[config.mk]
export PLATFORM = sky130hd
export DESIGN_NAME = waypoint_path_stepper
export DESIGN_NICKNAME = d
export VERILOG_FILES = /design/src/rtl/wps_pkg.sv /design/src/rtl/waypoint_path_stepper.sv /design/src/rtl/wps_front.sv /design/src/rtl/wps_queue.sv /design/src/rtl/wps_back.sv
export SDC_FILE = /design/constraint.sdc
export NUM_CORES = 1
export LEC_CHECK = 0
export ABC_AREA = 0
export BUFFER_PORTS_ARGS = -buffer_cell sky130_fd_sc_hd__buf_4
export CELL_PAD_IN_SITES_DETAIL_PLACEMENT = 1
export CELL_PAD_IN_SITES_GLOBAL_PLACEMENT = 1
export CORE_MARGIN = 3
export CORE_UTILIZATION = 49
export DETAILED_ROUTE_END_ITERATION = 10
export GPL_ROUTABILITY_DRIVEN = 0
export GPL_TIMING_DRIVEN = 0
export PLACE_DENSITY_LB_ADDON = 0.1
export REMOVE_ABC_BUFFERS = 1
export SYNTH_ARGS = -nofsm -noshare
export SYNTH_HDL_FRONTEND = slang
export SYNTH_HIERARCHICAL = 1
export SYNTH_SLANG_ARGS = --single-unit
[constraint.sdc]
create_clock -name clk -period 4.4 [get_ports clk]
set_input_delay 0.88 -clock clk [delete_from_list [all_inputs] [get_ports clk]]
set_output_delay 0.88 -clock clk [all_outputs]
set_load 0.02 [all_outputs]
[src/rtl/wps_pkg.sv]
// Shared types, grid constants and the coordinate clamp for the waypoint path stepper.
// No dependencies.
package wps_pkg;

  localparam int CoordW   = 5;
  localparam int GridRows = 32;
  localparam int GridCols = 32;

  typedef logic [CoordW-1:0] coord_t;

  typedef struct packed {
    coord_t waypoint_row;
    coord_t waypoint_col;
    logic   last_point;
  } wps_in_t;

  typedef struct packed {
    coord_t cell_row;
    coord_t cell_col;
    logic   final_res;
  } wps_out_t;

  // one classified request handed from the front to the back
  typedef struct packed {
    coord_t tgt_row;
    coord_t tgt_col;
    logic   last;
  } wps_cmd_t;

  // off-grid coordinates saturate to the last row or column
  function automatic coord_t clamp_coord(input coord_t v, input int limit);
    if (int'(v) >= limit) begin
      return CoordW'(limit - 1);
    end
    return v;
  endfunction

endpackage

[src/rtl/waypoint_path_stepper.sv]
// Waypoint path stepper: turns a stream of grid waypoints into the cells of a
// 4-connected path between them on the 32x32 grid. Each request enters the back
// end, whose single cell stepper then emits one segment cell per cycle while
// the output is not stalled, and closes the request with a step that also emits
// the endpoint of a last waypoint. A two-entry queue lets the input keep taking
// requests while a segment is being walked.
// Depends on wps_pkg, wps_front, wps_queue, wps_back.
module waypoint_path_stepper import wps_pkg::*; (
  input  logic     clk,
  input  logic     rst_n,
  input  logic     in_valid,
  output logic     in_stall,
  input  wps_in_t  in_data,
  output logic     out_valid,
  input  logic     out_stall,
  output wps_out_t out_data
);

  logic     f_valid;
  logic     f_ready;
  wps_cmd_t f_data;
  logic     q_valid;
  logic     q_ready;
  wps_cmd_t q_data;

  wps_front u_front (
    .clk       (clk),
    .rst_n     (rst_n),
    .in_valid  (in_valid),
    .in_stall  (in_stall),
    .in_data   (in_data),
    .cmd_valid (f_valid),
    .cmd_ready (f_ready),
    .cmd_data  (f_data)
  );

  wps_queue u_queue (
    .clk        (clk),
    .rst_n      (rst_n),
    .push_valid (f_valid),
    .push_ready (f_ready),
    .push_data  (f_data),
    .pop_valid  (q_valid),
    .pop_ready  (q_ready),
    .pop_data   (q_data)
  );

  wps_back u_back (
    .clk       (clk),
    .rst_n     (rst_n),
    .cmd_valid (q_valid),
    .cmd_ready (q_ready),
    .cmd_data  (q_data),
    .out_valid (out_valid),
    .out_stall (out_stall),
    .out_data  (out_data)
  );

endmodule

[src/rtl/wps_front.sv]
// Front end: takes waypoint requests, clamps them onto the grid and registers them.
// Depends on wps_pkg.
module wps_front import wps_pkg::*; (
  input  logic     clk,
  input  logic     rst_n,
  input  logic     in_valid,
  output logic     in_stall,
  input  wps_in_t  in_data,
  output logic     cmd_valid,
  input  logic     cmd_ready,
  output wps_cmd_t cmd_data
);

  logic     valid_r;
  logic     valid_nxt;
  wps_cmd_t cmd_r;

  assign in_stall  = valid_r && !cmd_ready;
  assign cmd_valid = valid_r;
  assign cmd_data  = cmd_r;

  always_comb begin
    valid_nxt = valid_r;
    if (valid_r && cmd_ready) begin
      valid_nxt = 1'b0;
    end
    if (in_valid && !in_stall) begin
      valid_nxt = 1'b1;
    end
  end

  always_ff @(posedge clk) begin
    if (!rst_n) begin
      valid_r <= 1'b0;
    end else begin
      valid_r <= valid_nxt;
    end
  end

  always_ff @(posedge clk) begin
    if (in_valid && !in_stall) begin
      cmd_r.tgt_row <= clamp_coord(in_data.waypoint_row, GridRows);
      cmd_r.tgt_col <= clamp_coord(in_data.waypoint_col, GridCols);
      cmd_r.last    <= in_data.last_point;
    end
  end

endmodule

[src/rtl/wps_queue.sv]
// Two-entry request queue between front and back; head always sits in slot 0.
// Depends on wps_pkg.
module wps_queue import wps_pkg::*; (
  input  logic     clk,
  input  logic     rst_n,
  input  logic     push_valid,
  output logic     push_ready,
  input  wps_cmd_t push_data,
  output logic     pop_valid,
  input  logic     pop_ready,
  output wps_cmd_t pop_data
);

  logic [1:0] cnt_r;
  logic [1:0] cnt_nxt;
  wps_cmd_t   slot0_r;
  wps_cmd_t   slot1_r;
  logic       push;
  logic       pop;

  assign push_ready = (cnt_r != 2'd2);
  assign pop_valid  = (cnt_r != 2'd0);
  assign pop_data   = slot0_r;
  assign push       = push_valid && push_ready;
  assign pop        = pop_valid && pop_ready;

  always_comb begin
    cnt_nxt = cnt_r;
    if (push && !pop) begin
      cnt_nxt = cnt_r + 2'd1;
    end else if (pop && !push) begin
      cnt_nxt = cnt_r - 2'd1;
    end
  end

  always_ff @(posedge clk) begin
    if (!rst_n) begin
      cnt_r <= 2'd0;
    end else begin
      cnt_r <= cnt_nxt;
    end
  end

  always_ff @(posedge clk) begin
    if (pop) begin
      slot0_r <= slot1_r;
      if (push && cnt_r == 2'd1) begin
        slot0_r <= push_data;
      end else if (push) begin
        slot1_r <= push_data;
      end
    end else if (push) begin
      if (cnt_r == 2'd0) begin
        slot0_r <= push_data;
      end else begin
        slot1_r <= push_data;
      end
    end
  end

  a_cnt_bound: assert property (@(posedge clk) disable iff (!rst_n)
    cnt_r != 2'd3)
    else $error("queue count out of range");

  a_push_full: assert property (@(posedge clk) disable iff (!rst_n)
    (cnt_r == 2'd2 && !pop) |=> cnt_r == 2'd2)
    else $error("full queue lost an entry without a pop");

endmodule

[src/rtl/wps_back.sv]
// Back end: walks each segment one cell per cycle while the output is not stalled, and drives the result register.
// Depends on wps_pkg.
module wps_back import wps_pkg::*; (
  input  logic     clk,
  input  logic     rst_n,
  input  logic     cmd_valid,
  output logic     cmd_ready,
  input  wps_cmd_t cmd_data,
  output logic     out_valid,
  input  logic     out_stall,
  output wps_out_t out_data
);

  logic     busy_r;
  logic     busy_nxt;
  logic     have_start_r;
  logic     have_start_nxt;
  coord_t   cur_row_r;
  coord_t   cur_row_nxt;
  coord_t   cur_col_r;
  coord_t   cur_col_nxt;
  wps_cmd_t cmd_r;
  logic     out_valid_r;
  logic     out_valid_nxt;
  wps_out_t out_data_r;
  wps_out_t out_data_nxt;

  logic     can_out;
  logic     at_target;
  logic     step_fire;
  logic     finish_fire;
  coord_t   dr;
  coord_t   dc;

  assign can_out   = !out_valid_r || !out_stall;
  assign at_target = (cur_row_r == cmd_r.tgt_row) && (cur_col_r == cmd_r.tgt_col);
  assign step_fire   = busy_r && can_out && have_start_r && !at_target;
  assign finish_fire = busy_r && can_out && !(have_start_r && !at_target);
  assign cmd_ready = !busy_r;
  assign out_valid = out_valid_r;
  assign out_data  = out_data_r;

  assign dr = (cmd_r.tgt_row > cur_row_r) ? cmd_r.tgt_row - cur_row_r
                                          : cur_row_r - cmd_r.tgt_row;
  assign dc = (cmd_r.tgt_col > cur_col_r) ? cmd_r.tgt_col - cur_col_r
                                          : cur_col_r - cmd_r.tgt_col;

  always_comb begin
    busy_nxt       = busy_r;
    have_start_nxt = have_start_r;
    cur_row_nxt    = cur_row_r;
    cur_col_nxt    = cur_col_r;
    out_valid_nxt  = out_valid_r && out_stall;
    out_data_nxt   = out_data_r;
    if (!busy_r && cmd_valid) begin
      busy_nxt = 1'b1;
    end
    if (step_fire) begin
      out_valid_nxt          = 1'b1;
      out_data_nxt.cell_row  = cur_row_r;
      out_data_nxt.cell_col  = cur_col_r;
      out_data_nxt.final_res = 1'b0;
      // ties go along the column
      if (dr <= dc) begin
        cur_col_nxt = (cmd_r.tgt_col < cur_col_r) ? cur_col_r - 1'b1 : cur_col_r + 1'b1;
      end else begin
        cur_row_nxt = (cmd_r.tgt_row < cur_row_r) ? cur_row_r - 1'b1 : cur_row_r + 1'b1;
      end
    end else if (finish_fire) begin
      busy_nxt       = 1'b0;
      cur_row_nxt    = cmd_r.tgt_row;
      cur_col_nxt    = cmd_r.tgt_col;
      have_start_nxt = !cmd_r.last;
      if (cmd_r.last) begin
        out_valid_nxt          = 1'b1;
        out_data_nxt.cell_row  = cmd_r.tgt_row;
        out_data_nxt.cell_col  = cmd_r.tgt_col;
        out_data_nxt.final_res = 1'b1;
      end
    end
  end

  always_ff @(posedge clk) begin
    if (!rst_n) begin
      busy_r       <= 1'b0;
      have_start_r <= 1'b0;
      cur_row_r    <= '0;
      cur_col_r    <= '0;
      out_valid_r  <= 1'b0;
    end else begin
      busy_r       <= busy_nxt;
      have_start_r <= have_start_nxt;
      cur_row_r    <= cur_row_nxt;
      cur_col_r    <= cur_col_nxt;
      out_valid_r  <= out_valid_nxt;
    end
  end

  always_ff @(posedge clk) begin
    out_data_r <= out_data_nxt;
    if (!busy_r && cmd_valid) begin
      cmd_r <= cmd_data;
    end
  end

  a_one_axis: assert property (@(posedge clk) disable iff (!rst_n)
    step_fire |=> ((cur_row_r != $past(cur_row_r)) != (cur_col_r != $past(cur_col_r))))
    else $error("segment step did not move along exactly one axis");

  a_last_clears: assert property (@(posedge clk) disable iff (!rst_n)
    (finish_fire && cmd_r.last) |=> (!have_start_r && out_valid_r && out_data_r.final_res))
    else $error("route end did not emit final cell and drop the start");

  a_step_needs_start: assert property (@(posedge clk) disable iff (!rst_n)
    step_fire |-> have_start_r)
    else $error("segment cell emitted with no start held");

endmodule
==> flow_metrics.env <==
export IMPL_status="complete, no violations"
export IMPL_num_rows=32
export IMPL_critPathArrivalTime_ns=4.20
export IMPL_clock_fmax_mhz=253
export IMPL_ys_ff_latch=71
export IMPL_core_area_um2=7850
export IMPL_cap_violations=0
export IMPL_ys_warn_count=6
export IMPL_die_area_um2=9320
export IMPL_cts_setup_buffers=0
export IMPL_startpoint_type="register"
export IMPL_min_period_ns=3.96
export IMPL_max_slew_margin_pct=22.1
export IMPL_area_growth_pct=12.0
export IMPL_layout_drive_gt1_share_pct=20.2
export IMPL_grt_pass1_wl_um=14200
export IMPL_fillers=836
export IMPL_clk_latency_ns=0.34
export IMPL_overflow=0
export IMPL_syn_inst=327
export IMPL_synth_area_um2=4020
export IMPL_fin_crit_sh_pct=90.0
export IMPL_grt_pass1_vias=2760
export IMPL_crit_path_end_kind="register"
export IMPL_tightest_slew_ns=1.16
export IMPL_grtUsageTotal_pct=20.2
export IMPL_cts_hold_buffers=0
export IMPL_grt_start_max_net_pins=27
export IMPL_tns_ns=0
export IMPL_die_h_um=96.5
export IMPL_wl_per_cell_um=18.5
export IMPL_critPathRequiredTime_ns=4.65
export IMPL_numClockSinks=71
export IMPL_crit_path_max_fanout=7
export IMPL_synth_main_ff_cell="edfxtp_1"
export IMPL_rsz0062_at_grt="no"
export IMPL_drt_vias_per_instance=5.72
export IMPL_critPathKind="reg -> reg"
export IMPL_cts_root_buf="clkbuf_8"
export IMPL_cts_buffers=9
export IMPL_numPortBuffers=27
export IMPL_place_detailed_hpwl_um=6160
export IMPL_synthSimpleGateAreaFrac_pct=9.07
export IMPL_syn_area_per_cell_um2=12.3
export IMPL_synthAdderAreaFrac_pct=13.0
export IMPL_die_w_um=96.5
export IMPL_finalSetupViolCount=0
export IMPL_async_flop_share_pct=0
export IMPL_post_cts_resized=0
export IMPL_nNetsFinal=409
export IMPL_wirelength_um=8570
export IMPL_min_path_type="reg -> reg"
export IMPL_vias=2647
export IMPL_ioPinCount=28
export IMPL_yosys_area_share_xor_xnor_pct=3.27
export IMPL_diodes=0
export IMPL_synth_edf_count=54
export IMPL_cts_buffer_depth=2
export IMPL_synth_mux_area_fraction_pct=6.57
export IMPL_synth_top_family_by_area="compound AO/OA/AOI/OAI gates"
export IMPL_htree_levels=3
export IMPL_synth_cell_types=56
export IMPL_clock_skew_ns=0.0106
export IMPL_slew_viol_final=0
export IMPL_ant_nets=0
export IMPL_hold_viol=0
export IMPL_first_pass_iters=4
export IMPL_start_util_pct=51.2
export IMPL_synth_compound_gate_area_share_pct=14.5
export IMPL_drc_errors=0
export IMPL_synth_seq_area_share_pct=48.8
export IMPL_clk_pin_slew_worst_paths_ns=0.08
export IMPL_cts_tree="done"
export IMPL_grt_antenna_before_repair=0
export IMPL_first_iter_violations=159
[through the flow]
step                      worst slack [ns]  area [um2]  cells  hold WS [ns]  utilization (%)
after global placement               0.532        4270    447         0.402             54.4
after detailed placement             0.421        4270    447         0.405             54.4
after CTS                            0.391        4500    463         0.425             57.3
after floorplan                       1.10        3940    318         0.400                -
final                                0.442        4500    463         0.422             57.3
after global routing                 0.140        4500    463         0.434             57.3
[sequential cells by signal (all words and copies together), names as in the netlist]
name	cells
u_queue/pop_data	11
u_front/cmd_data	11
u_back/busy_r	1
u_queue/slot1_r	11
u_back/cur_row_r	5
u_back/cmd_r	11
u_back/cur_col_r	5
u_front/cmd_valid	1
u_back/out_valid	1
u_back/out_data	11
u_back/have_start_r	1
u_queue/cnt_r	2
[per-layer routing]
layer  vias up  part of all wire (%)  GRT usage [%]
met5         -                     0              0
met4         0                   1.2           7.13
met2        54                    50           34.9
met3         9                   3.1           2.56
met1      1319                    45           26.1
li1       1265                     -              -
[cells by family after synthesis]
kind of cell	count (synthesis)
mux	21
xor+xnor	15
buf+inv	40
simple gates	62
fa+ha+maj	38
flops	71
compound gates	80
[cells in the mapped netlist (5+ instances only)]
master / n / share of area, %
fa_1: 6 / 3.0
a21o_1: 10 / 1.9
nand4_1: 7 / 1.1
mux2i_1: 8 / 2.0
xor2_1: 6 / 1.3
inv_1: 31 / 2.9
mux2_4: 10 / 3.7
edfxtp_1: 54 / 40
nand3_1: 7 / 0.87
nand2_1: 13 / 1.2
xnor2_1: 9 / 2.0
dfxtp_1: 17 / 8.5
a21oi_1: 27 / 3.4
ha_1: 32 / 10
a22o_1: 10 / 2.2
nor2_1: 12 / 1.1
o21ai_0: 5 / 0.62
[placed cells by master, fill, tap and decap left out, drive strengths merged, types with 9 or more instances in the layout]
master | synthesis | layout
a21o | 14 | 14
a21oi | 27 | 27
a22o | 10 | 10
buf | 7 | 27
clkbuf | 2 | 9
dfxtp | 17 | 17
edfxtp | 54 | 54
ha | 32 | 32
inv | 31 | 34
mux2 | 13 | 13
nand2 | 14 | 14
nor2 | 14 | 14
xnor2 | 9 | 9
[critical path, cell delays in order, from the launching register on]
cell and delay [ns]:
dfxtp_1 0.53, inv_1 0.16, ha_1 0.38, nand3b_1 0.12, a21oi_1 0.09, o21bai_1 0.45, mux2i_1 0.30, xor2_1 0.18
ha_1 0.27, and4_1 0.21, a21o_2 0.23, o21ai_1 0.52, a21oi_1 0.14, o32ai_1 0.27
[area by class of cell]
class / instances / area, um2 / share of cell area (%)
Multi-Input combinational cell: 216 / 1860 / 41.4
Inverter: 31 / 116 / 2.59
Clock buffer: 9 / 124 / 2.75
Timing Repair Buffer: 27 / 203 / 4.51
Sequential cell: 71 / 1960 / 43.6
Tap cell: 102 / 128 / 2.84
Clock inverter: 7 / 104 / 2.31
[final timing paths]
check / depth (start not counted) / start / to / slack (ns)
setup / recovery: 13 / u_back/cur_col_r[1]$_SDFFE_PN0P_ / u_back/cur_col_r[2]$_SDFFE_PN0P_ / 0.44
hold / removal: 0 / u_queue/pop_data[7]$_DFFE_PP_ / u_back/cmd_r[7]$_DFFE_PP_ / 0.42
setup reg to reg: 13 / u_back/cur_col_r[1]$_SDFFE_PN0P_ / u_back/cur_col_r[2]$_SDFFE_PN0P_ / 0.44
hold reg to reg: 0 / u_queue/pop_data[7]$_DFFE_PP_ / u_back/cmd_r[7]$_DFFE_PP_ / 0.42
Power is left out: the tool's default activity adds up to more than one toggle a clock period on the data nets, which glitch-free logic cannot reach.
